File: config.mk
export PLATFORM = sky130hd
export DESIGN_NAME = lateral_zmp_from_foot_forces_unit
export DESIGN_NICKNAME = d
export VERILOG_FILES = /design/src/lzmp_pkg.sv /design/src/lateral_zmp_from_foot_forces_unit.sv /design/src/lzmp_apb.sv /design/src/lzmp_div.sv
export SDC_FILE = /design/constraint.sdc
export NUM_CORES = 2
export LEC_CHECK = 0
export BUFFER_PORTS_ARGS = -buffer_cell sky130_fd_sc_hd__buf_4
export CAP_MARGIN = 10
export CORE_MARGIN = 2
export CORE_UTILIZATION = 30
export CTS_BUF_LIST = sky130_fd_sc_hd__clkbuf_8 sky130_fd_sc_hd__clkbuf_16
export DETAILED_ROUTE_END_ITERATION = 6
export HOLD_SLACK_MARGIN = 0.15
export PLACE_DENSITY_LB_ADDON = 0.08
export RECOVER_POWER = 50
export SETUP_SLACK_MARGIN = 0.4
export SYNTH_ARGS = -nofsm -noshare
export SYNTH_HDL_FRONTEND = slang
export SYNTH_HIERARCHICAL = 1
export SYNTH_SLANG_ARGS = --single-unit
File: constraint.sdc
create_clock -name clk_i -period 15.1 [get_ports clk_i]
set_clock_uncertainty 0.2 [all_clocks]
set_input_delay 2.265 -clock clk_i [delete_from_list [all_inputs] [get_ports clk_i]]
set_output_delay 2.265 -clock clk_i [all_outputs]
set_load 0.02 [all_outputs]
File: src/lzmp_pkg.sv
// package for the lateral zmp unit: widths, register codes, sequencer states
// and sensor layout tables; no dependencies
package lzmp_pkg;

  localparam int SensorCount = 8;
  localparam int SampleBits  = 16;
  localparam int FracBits    = 12;
  localparam int OffsetW     = 16;
  localparam int RatioW      = 16;
  localparam int QuotBits    = 16;
  localparam int IdxW        = $clog2(SensorCount);
  localparam int TotalW      = RatioW + IdxW;
  localparam int ProdW       = RatioW + OffsetW;
  localparam int RemW        = TotalW + QuotBits - 1;
  localparam int AccW        = RemW;
  localparam int ZmpW        = 17;
  localparam int AddrW       = 4;
  localparam int DataW       = 32;
  localparam int InDataW     = SensorCount * SampleBits;
  localparam int OutDataW    = ((2 * ZmpW + 7) / 8) * 8;

  localparam logic [SampleBits-1:0] PeakReset   = SampleBits'(410);
  localparam logic [OffsetW-1:0]    OuterReset  = 16'd5243;
  localparam logic [OffsetW-1:0]    InnerReset  = 16'd1966;
  localparam logic [SampleBits-1:0] CapReset    = SampleBits'(20480);
  localparam logic [RatioW-1:0]     RatioMax    = '1;

  // bit i set: sensor i is outer / on the left foot
  localparam logic [SensorCount-1:0] SensorIsOuter = 8'b1010_0101;
  localparam logic [SensorCount-1:0] SensorIsLeft  = 8'b0000_1111;

  typedef enum logic [1:0] {
    REG_OUTER = 2'd0,
    REG_INNER = 2'd1,
    REG_CAP   = 2'd2
  } reg_idx_e;

  typedef enum logic [2:0] {
    ST_IDLE,
    ST_PEAK,
    ST_DIV,
    ST_MUL,
    ST_ACC,
    ST_FSETUP,
    ST_FDIV,
    ST_OUT
  } state_e;

  typedef struct packed {
    logic [OffsetW-1:0]    outer_offset;
    logic [OffsetW-1:0]    inner_offset;
    logic [SampleBits-1:0] peak_cap;
  } cfg_t;

endpackage

File: src/lateral_zmp_from_foot_forces_unit.sv
// top level of the lateral zmp unit: sequencer, peak store, accumulators
// and output register; uses lzmp_apb, lzmp_div and lzmp_pkg
//
// channel   dir  handshake                    payload
// s_axis    in   s_axis_tvalid/s_axis_tready  tdata: eight 16-bit forces
// m_axis    out  m_axis_tvalid/m_axis_tready  tdata: zmp_lateral, zmp_previous; tuser: zmp_valid
// apb       in   psel/penable/pwrite, pready   three 16-bit registers at 0x0, 0x4, 0x8
//
// an item runs the peak, divide, multiply and accumulate steps for each sensor and then
// the final division, on the one-bit-per-cycle shared divider used nine times at most
// a saturated or zero-peak ratio skips its division
// s_axis_tready is high only in idle; a full output register holds the sequencer
// reset restores peaks to 0.1 kg, the stored point to zero and the registers
module lateral_zmp_from_foot_forces_unit (
  input  logic                          clk_i,
  input  logic                          rst_ni,
  input  logic                          s_axis_tvalid,
  output logic                          s_axis_tready,
  // fields from bit 0: left_front_left, left_front_right, left_rear_left,
  // left_rear_right, right_front_left, right_front_right, right_rear_left,
  // right_rear_right force
  input  logic [lzmp_pkg::InDataW-1:0]  s_axis_tdata,
  output logic                          m_axis_tvalid,
  input  logic                          m_axis_tready,
  // fields from bit 0: zmp_lateral, zmp_previous, zero fill
  output logic [lzmp_pkg::OutDataW-1:0] m_axis_tdata,
  // fields from bit 0: zmp_valid
  output logic                          m_axis_tuser,
  input  logic                          psel,
  input  logic                          penable,
  input  logic                          pwrite,
  input  logic [lzmp_pkg::AddrW-1:0]    paddr,
  input  logic [lzmp_pkg::DataW-1:0]    pwdata,
  output logic [lzmp_pkg::DataW-1:0]    prdata,
  output logic                          pready
);
  import lzmp_pkg::*;

  cfg_t                  cfg;
  state_e                state_q, state_d;
  logic [SampleBits-1:0] samp_q [SensorCount];
  logic [SampleBits-1:0] samp_d [SensorCount];
  logic [SampleBits-1:0] peak_q [SensorCount];
  logic [SampleBits-1:0] peak_d [SensorCount];
  logic [IdxW-1:0]       idx_q, idx_d;
  logic [RatioW-1:0]     ratio_q, ratio_d;
  logic [ProdW-1:0]      prod_q, prod_d;
  logic [TotalW-1:0]     total_q, total_d;
  logic [AccW-1:0]       pos_q, pos_d, neg_q, neg_d;
  logic                  sign_q, sign_d;
  logic [ZmpW-1:0]       res_q, res_d;
  logic                  resv_q, resv_d;
  logic [ZmpW-1:0]       cur_q, cur_d;
  logic                  mval_q, mval_d;
  logic [ZmpW-1:0]       olat_q, olat_d, oprev_q, oprev_d;
  logic                  oflag_q, oflag_d;

  logic                  div_start, div_done;
  logic [RemW-1:0]       div_dividend;
  logic [TotalW-1:0]     div_divisor;
  logic [QuotBits-1:0]   div_quot;

  logic [SampleBits-1:0] s_cur, p_old, p_new;
  logic [OffsetW-1:0]    offset;
  logic                  out_free;

  lzmp_apb u_apb (
    .clk_i   (clk_i),
    .rst_ni  (rst_ni),
    .psel    (psel),
    .penable (penable),
    .pwrite  (pwrite),
    .paddr   (paddr),
    .pwdata  (pwdata),
    .prdata  (prdata),
    .pready  (pready),
    .cfg_o   (cfg)
  );

  lzmp_div u_div (
    .clk_i      (clk_i),
    .rst_ni     (rst_ni),
    .start_i    (div_start),
    .dividend_i (div_dividend),
    .divisor_i  (div_divisor),
    .done_o     (div_done),
    .quotient_o (div_quot)
  );

  assign s_cur    = samp_q[idx_q];
  assign p_old    = peak_q[idx_q];
  assign p_new    = (p_old < s_cur && p_old < cfg.peak_cap) ? s_cur : p_old;
  assign offset   = SensorIsOuter[idx_q] ? cfg.outer_offset : cfg.inner_offset;
  assign out_free = !mval_q || m_axis_tready;

  assign s_axis_tready = (state_q == ST_IDLE);
  assign m_axis_tvalid = mval_q;
  assign m_axis_tdata  = OutDataW'({oprev_q, olat_q});
  assign m_axis_tuser  = oflag_q;

  always_comb begin
    state_d      = state_q;
    samp_d       = samp_q;
    peak_d       = peak_q;
    idx_d        = idx_q;
    ratio_d      = ratio_q;
    prod_d       = prod_q;
    total_d      = total_q;
    pos_d        = pos_q;
    neg_d        = neg_q;
    sign_d       = sign_q;
    res_d        = res_q;
    resv_d       = resv_q;
    cur_d        = cur_q;
    mval_d       = mval_q && !m_axis_tready;
    olat_d       = olat_q;
    oprev_d      = oprev_q;
    oflag_d      = oflag_q;
    div_start    = 1'b0;
    div_dividend = RemW'({s_cur, FracBits'(0)});
    div_divisor  = TotalW'(p_new);

    unique case (state_q)
      ST_IDLE: begin
        if (s_axis_tvalid) begin
          for (int i = 0; i < SensorCount; i++) begin
            samp_d[i] = s_axis_tdata[i*SampleBits +: SampleBits];
          end
          idx_d   = '0;
          total_d = '0;
          pos_d   = '0;
          neg_d   = '0;
          state_d = ST_PEAK;
        end
      end
      ST_PEAK: begin
        peak_d[idx_q] = p_new;
        if (p_new == '0) begin
          ratio_d = '0;
          state_d = ST_MUL;
        end else if ((SampleBits+4)'(s_cur) >= {p_new, 4'b0}) begin
          ratio_d = RatioMax;
          state_d = ST_MUL;
        end else begin
          div_start = 1'b1;
          state_d   = ST_DIV;
        end
      end
      ST_DIV: begin
        if (div_done) begin
          ratio_d = div_quot;
          state_d = ST_MUL;
        end
      end
      ST_MUL: begin
        prod_d  = ProdW'(ratio_q) * ProdW'(offset);
        total_d = total_q + TotalW'(ratio_q);
        state_d = ST_ACC;
      end
      ST_ACC: begin
        if (SensorIsLeft[idx_q]) begin
          pos_d = pos_q + AccW'(prod_q);
        end else begin
          neg_d = neg_q + AccW'(prod_q);
        end
        idx_d = idx_q + 1'b1;
        if (idx_q == IdxW'(SensorCount - 1)) begin
          state_d = ST_FSETUP;
        end else begin
          state_d = ST_PEAK;
        end
      end
      ST_FSETUP: begin
        div_divisor = total_q;
        sign_d      = neg_q > pos_q;
        div_dividend = (neg_q > pos_q) ? neg_q - pos_q : pos_q - neg_q;
        if (total_q == '0) begin
          res_d   = '0;
          resv_d  = 1'b0;
          state_d = ST_OUT;
        end else begin
          div_start = 1'b1;
          state_d   = ST_FDIV;
        end
      end
      ST_FDIV: begin
        if (div_done) begin
          res_d   = sign_q ? -ZmpW'(div_quot) : ZmpW'(div_quot);
          resv_d  = 1'b1;
          state_d = ST_OUT;
        end
      end
      ST_OUT: begin
        if (out_free) begin
          mval_d  = 1'b1;
          olat_d  = res_q;
          oprev_d = cur_q;
          oflag_d = resv_q;
          cur_d   = res_q;
          state_d = ST_IDLE;
        end
      end
      default: state_d = ST_IDLE;
    endcase
  end

  always_ff @(posedge clk_i or negedge rst_ni) begin
    if (!rst_ni) begin
      state_q <= ST_IDLE;
      mval_q  <= 1'b0;
      cur_q   <= '0;
      idx_q   <= '0;
      for (int i = 0; i < SensorCount; i++) begin
        peak_q[i] <= PeakReset;
      end
    end else begin
      state_q <= state_d;
      mval_q  <= mval_d;
      cur_q   <= cur_d;
      idx_q   <= idx_d;
      peak_q  <= peak_d;
    end
  end

  always_ff @(posedge clk_i) begin
    samp_q  <= samp_d;
    ratio_q <= ratio_d;
    prod_q  <= prod_d;
    total_q <= total_d;
    pos_q   <= pos_d;
    neg_q   <= neg_d;
    sign_q  <= sign_d;
    res_q   <= res_d;
    resv_q  <= resv_d;
    olat_q  <= olat_d;
    oprev_q <= oprev_d;
    oflag_q <= oflag_d;
  end

endmodule

File: src/lzmp_apb.sv
// configuration registers behind an apb-style port
// depends on lzmp_pkg
module lzmp_apb (
  input  logic                        clk_i,
  input  logic                        rst_ni,
  input  logic                        psel,
  input  logic                        penable,
  input  logic                        pwrite,
  input  logic [lzmp_pkg::AddrW-1:0]  paddr,
  input  logic [lzmp_pkg::DataW-1:0]  pwdata,
  output logic [lzmp_pkg::DataW-1:0]  prdata,
  output logic                        pready,
  output lzmp_pkg::cfg_t              cfg_o
);
  import lzmp_pkg::*;

  cfg_t     cfg_q, cfg_d;
  reg_idx_e idx;
  logic     wr_en;

  assign idx    = reg_idx_e'(paddr[3:2]);
  assign wr_en  = psel & penable & pwrite;
  assign pready = 1'b1;
  assign cfg_o  = cfg_q;

  always_comb begin
    cfg_d = cfg_q;
    if (wr_en) begin
      unique case (idx)
        REG_OUTER: cfg_d.outer_offset = pwdata[OffsetW-1:0];
        REG_INNER: cfg_d.inner_offset = pwdata[OffsetW-1:0];
        REG_CAP:   cfg_d.peak_cap     = pwdata[SampleBits-1:0];
        default:   cfg_d = cfg_q;
      endcase
    end
  end

  always_comb begin
    unique case (idx)
      REG_OUTER: prdata = DataW'(cfg_q.outer_offset);
      REG_INNER: prdata = DataW'(cfg_q.inner_offset);
      REG_CAP:   prdata = DataW'(cfg_q.peak_cap);
      default:   prdata = '0;
    endcase
  end

  always_ff @(posedge clk_i or negedge rst_ni) begin
    if (!rst_ni) begin
      cfg_q.outer_offset <= OuterReset;
      cfg_q.inner_offset <= InnerReset;
      cfg_q.peak_cap     <= CapReset;
    end else begin
      cfg_q <= cfg_d;
    end
  end

endmodule

File: src/lzmp_div.sv
// shared restoring divider, one quotient bit per cycle
// quotient must fit QuotBits; depends on lzmp_pkg
module lzmp_div (
  input  logic                          clk_i,
  input  logic                          rst_ni,
  input  logic                          start_i,
  input  logic [lzmp_pkg::RemW-1:0]     dividend_i,
  input  logic [lzmp_pkg::TotalW-1:0]   divisor_i,
  output logic                          done_o,
  output logic [lzmp_pkg::QuotBits-1:0] quotient_o
);
  import lzmp_pkg::*;

  localparam int CntW = $clog2(QuotBits);

  logic [RemW-1:0]     rem_q, rem_d;
  logic [RemW-1:0]     dsh_q, dsh_d;
  logic [QuotBits-1:0] quo_q, quo_d;
  logic [CntW-1:0]     cnt_q, cnt_d;
  logic                run_q, run_d;
  logic                done_q, done_d;
  logic                fits;

  assign fits       = rem_q >= dsh_q;
  assign done_o     = done_q;
  assign quotient_o = quo_q;

  always_comb begin
    rem_d  = rem_q;
    dsh_d  = dsh_q;
    quo_d  = quo_q;
    cnt_d  = cnt_q;
    run_d  = run_q;
    done_d = 1'b0;
    if (start_i) begin
      rem_d = dividend_i;
      dsh_d = {divisor_i, (QuotBits-1)'(0)};
      quo_d = '0;
      cnt_d = CntW'(QuotBits - 1);
      run_d = 1'b1;
    end else if (run_q) begin
      if (fits) begin
        rem_d = rem_q - dsh_q;
      end
      quo_d = {quo_q[QuotBits-2:0], fits};
      dsh_d = dsh_q >> 1;
      cnt_d = cnt_q - 1'b1;
      if (cnt_q == '0) begin
        run_d  = 1'b0;
        done_d = 1'b1;
      end
    end
  end

  always_ff @(posedge clk_i or negedge rst_ni) begin
    if (!rst_ni) begin
      run_q  <= 1'b0;
      done_q <= 1'b0;
      cnt_q  <= '0;
    end else begin
      run_q  <= run_d;
      done_q <= done_d;
      cnt_q  <= cnt_d;
    end
  end

  always_ff @(posedge clk_i) begin
    rem_q <= rem_d;
    dsh_q <= dsh_d;
    quo_q <= quo_d;
  end

endmodule
==> flow_metrics.env <==
export IMPL_status="complete, but fails checks"
export IMPL_violations="max-capacitance violations, max-slew violations"
export IMPL_worst_pin_slew_ns=5.622
export IMPL_setup_worst_path_end_class="flop"
export IMPL_dp_hpwl_um=103000
export IMPL_path_common_cell="buf_4"
export IMPL_ys_warn_count=6
export IMPL_start_util_pct=30.30
export IMPL_num_rows=140
export IMPL_clock_latency_ns=0.68
export IMPL_timing_hold_ws_ns=0.2241
export IMPL_placed_area_um2=47850
export IMPL_cp_max_fo=66
export IMPL_hold_path_class="flop to flop"
export IMPL_slew_headroom_pct=-274.8
export IMPL_coreArea_um2=146100
export IMPL_wirelength_um=137900
export IMPL_rsz0062_at_grt="no"
export IMPL_place_gp_congestion=0.8578
export IMPL_fin_crit_ns=9.712
export IMPL_portBuffers=205
export IMPL_tns_ns=0
export IMPL_dr_pass1_iters=5
export IMPL_synth_cells=4391
export IMPL_cts_htree_levels=3
export IMPL_clk_path_buf_depth=3
export IMPL_hold_path_end="m_axis_tuser$_DFFE_PP_"
export IMPL_fp_dieArea_um2=150600
export IMPL_max_freq_mhz=103.0
export IMPL_cts_sinks=607
export IMPL_max_stage_delay_ns=0.80
export IMPL_die_w_um=388.1
export IMPL_area_delta_synth_final_pct=13.75
export IMPL_ys_types=102
export IMPL_cts_buffers=77
export IMPL_critPathKind="flop to flop"
export IMPL_path_clk_slew_ns=0.06
export IMPL_antenna_left=0
export IMPL_cts_tree="built"
export IMPL_maxSlewViolCount=534
export IMPL_ys_flop_type="edfxtp_1"
export IMPL_antenna_cells=0
export IMPL_cp_slowest_cell="dfrtp_4"
export IMPL_min_from="resv_q$_DFFE_PP_"
export IMPL_cts_resized=0
export IMPL_rr_startpoint="idx_q[0]$_DFFE_PN0P_"
export IMPL_viasPerCell=4.962
export IMPL_synth_seq_cells=607
export IMPL_nets=5248
export IMPL_whs_path_depth=0
export IMPL_path_buf_inv=6
export IMPL_synth_seq_area_share_pct=38.31
export IMPL_grt_max_degree=94
export IMPL_crit_required_ns=15.42
export IMPL_cts_hold_buf=0
export IMPL_crit_family="compound AO/OA/AOI/OAI gates"
export IMPL_dieHeight_um=388.1
export IMPL_rr_endpoint="u_div/rem_q[27]$_DFFE_PP_"
export IMPL_maxCapViolations=12
export IMPL_period_share_pct=64.32
export IMPL_worstSetupStartpointType="flop"
export IMPL_design_area_um2=50350
export IMPL_hold_violations=0
export IMPL_drive_gt1_share_pct=14.54
export IMPL_synth_area_um2=44260
export IMPL_crit_arrival_ns=10.04
export IMPL_wl_per_cell_um=21.13
export IMPL_drc_errors=0
export IMPL_regToRegSetupSlack_ns=5.39
export IMPL_grt_pass1_vias=32920
export IMPL_gr_total_overflow=0
export IMPL_fin_util_pct=34.46
export IMPL_synth_edf_count=370
export IMPL_drt_iter0_drc=1802
export IMPL_cts_root_buffer="clkbuf_16"
export IMPL_track_usage_pct=18.15
export IMPL_post_cts_buffers=0
export IMPL_reg2reg_depth=30
export IMPL_setup_violations=0
export IMPL_antenna_found_initial=6
export IMPL_grt_first_pass_wirelength_um=209700
export IMPL_postSynth_asyncResetShare_pct=33.94
export IMPL_io_pins=247
export IMPL_num_vias=32380
export IMPL_post_synth_cell_area_avg_um2=10.08
-- area by class of cell --
cell class                 instances  area [um2]
clock buffer                      92        2178
clock inverter                    50       411.6
fill                           15080       95740
inverter                         464        1743
multi-input combinational       3123       24660
sequential                       607       16970
tap                             1917        2399
timing repair buffer             273        1993
-- state kept, by name, summed over array words and instances, names as in the netlist, 17 cells and up --
name         flops
oprev_q         17
olat_q          17
samp_q         128
peak_q         128
res_q           17
neg_q           34
pos_q           34
u_div/rem_q     34
u_div/dsh_q     34
prod_q          32
total_q         19
cur_q           17
u_apb/cfg_o     48
-- cell families (layout without fill, tap and decap cells) --
kind of cell | after synthesis | count (layout) | share of synthesized area [%]
simple gates | 1193 | 1193 | 12.68
buf+inv | 681 | 879 | 6.261
xor+xnor | 140 | 140 | 2.770
fa+ha+maj | 531 | 531 | 18.40
flops | 607 | 607 | 38.31
compound gates | 964 | 964 | 14.15
mux | 272 | 272 | 7.394
other cells | 3 | 23 | 0.02544
-- how the worst max path moves through the flow --
stage | from | depth (start not counted) | to | slack (ns)
after global routing | rst_ni | 2 | idx_q[0]$_DFFE_PN0P_ | 4.37
after CTS | idx_q[0]$_DFFE_PN0P_ | 25 | prod_q[31]$_DFFE_PP_ | 5.15
final | idx_q[0]$_DFFE_PN0P_ | 30 | u_div/rem_q[27]$_DFFE_PP_ | 5.39
after detailed placement | idx_q[0]$_DFFE_PN0P_ | 25 | prod_q[31]$_DFFE_PP_ | 5.24
after floorplan | idx_q[0]$_DFFE_PN0P_ | 30 | u_div/rem_q[0]$_DFFE_PP_ | 6.78
after global placement | idx_q[0]$_DFFE_PN0P_ | 25 | prod_q[31]$_DFFE_PP_ | 5.21
-- cells in the final DEF, fill, tap and decap left out, types with 63 or more instances in the layout --
| master | Yosys | final |
|---|---|---|
| a21o_1 | 111 | 111 |
| nor2b_1 | 76 | 74 |
| clkbuf_16 | 0 | 81 |
| fa_1 | 200 | 200 |
| dfrtp_1 | 148 | 144 |
| ha_1 | 331 | 331 |
| mux2_2 | 152 | 152 |
| nor3_1 | 65 | 66 |
| buf_4 | 30 | 129 |
| xor2_1 | 63 | 63 |
| nand2_1 | 468 | 467 |
| nor2_1 | 260 | 260 |
| edfxtp_1 | 370 | 370 |
| inv_1 | 452 | 475 |
| mux2i_1 | 82 | 82 |
| a21oi_1 | 220 | 220 |
| clkbuf_4 | 0 | 129 |
| o21ai_0 | 244 | 242 |
| xnor2_1 | 77 | 77 |
| and2_1 | 100 | 99 |
-- Yosys cell counts (19+ instances only) --
cell / instances / area (um2)
xor2_1: 63 / 551.8
ha_1: 331 / 4141
mux2_2: 152 / 1712
dfxtp_1: 31 / 620.6
o21ai_0: 244 / 1221
nand2b_1: 36 / 225.2
buf_2: 23 / 115.1
dfstp_2: 58 / 1524
buf_4: 30 / 225.2
nor2_1: 260 / 975.9
mux4_2: 22 / 495.5
a22oi_1: 19 / 142.6
and2_1: 100 / 625.6
nand4_1: 39 / 244.0
a211oi_1: 42 / 315.3
a31oi_1: 21 / 131.4
o21bai_1: 27 / 202.7
nor2b_1: 76 / 475.5
fa_1: 200 / 4004
buf_1: 19 / 71.32
xnor2_1: 77 / 674.4
nor3_1: 65 / 325.3
and3_1: 24 / 150.1
edfxtp_1: 370 / 11110
dfrtp_1: 148 / 3704
mux2i_1: 82 / 820.8
a21o_1: 111 / 833.3
o31ai_1: 32 / 240.2
o21a_1: 23 / 172.7
o31a_1: 22 / 192.7
a21oi_1: 220 / 1101
a221oi_1: 43 / 376.6
nand3_1: 39 / 195.2
nand2_1: 468 / 1757
inv_1: 452 / 1697
clkbuf_1: 134 / 503.0
-- routing by layer --
layer | GRT usage (%) | part of all wire [%] | vias up
li1 | - | - | 15660
met1 | 26.95 | 50 | 16110
met2 | 28.29 | 45 | 495
met3 | 2.217 | 3.5 | 120
met4 | 3.523 | 1.7 | 0
met5 | 0 | 0 | -
-- metrics by stage --
| step | worst slack, ns | std cells |
|---|---|---|
| 4_1_cts | 5.153 | 6526 |
| 3_3_place_gp | 5.211 | 6384 |
| 2_1_floorplan | 6.784 | 4411 |
| 5_1_grt | 4.373 | 6526 |
| 3_5_place_dp | 5.240 | 6384 |
| 6_report | 5.388 | 6526 |
-- worst register-to-register path: cells and delay by family (launching register included) --
kind	cells	cell delay, ns
AOI/OAI and AO/OA	11	2.93
and+or+nand+nor	9	1.42
DFF	1	0.80
muxes	2	0.64
adders and majority gates	2	0.84
buffers and inverters	6	2.76
Power is left out: the tool's default activity adds up to more than one toggle a clock period on the data nets, which glitch-free logic cannot reach.
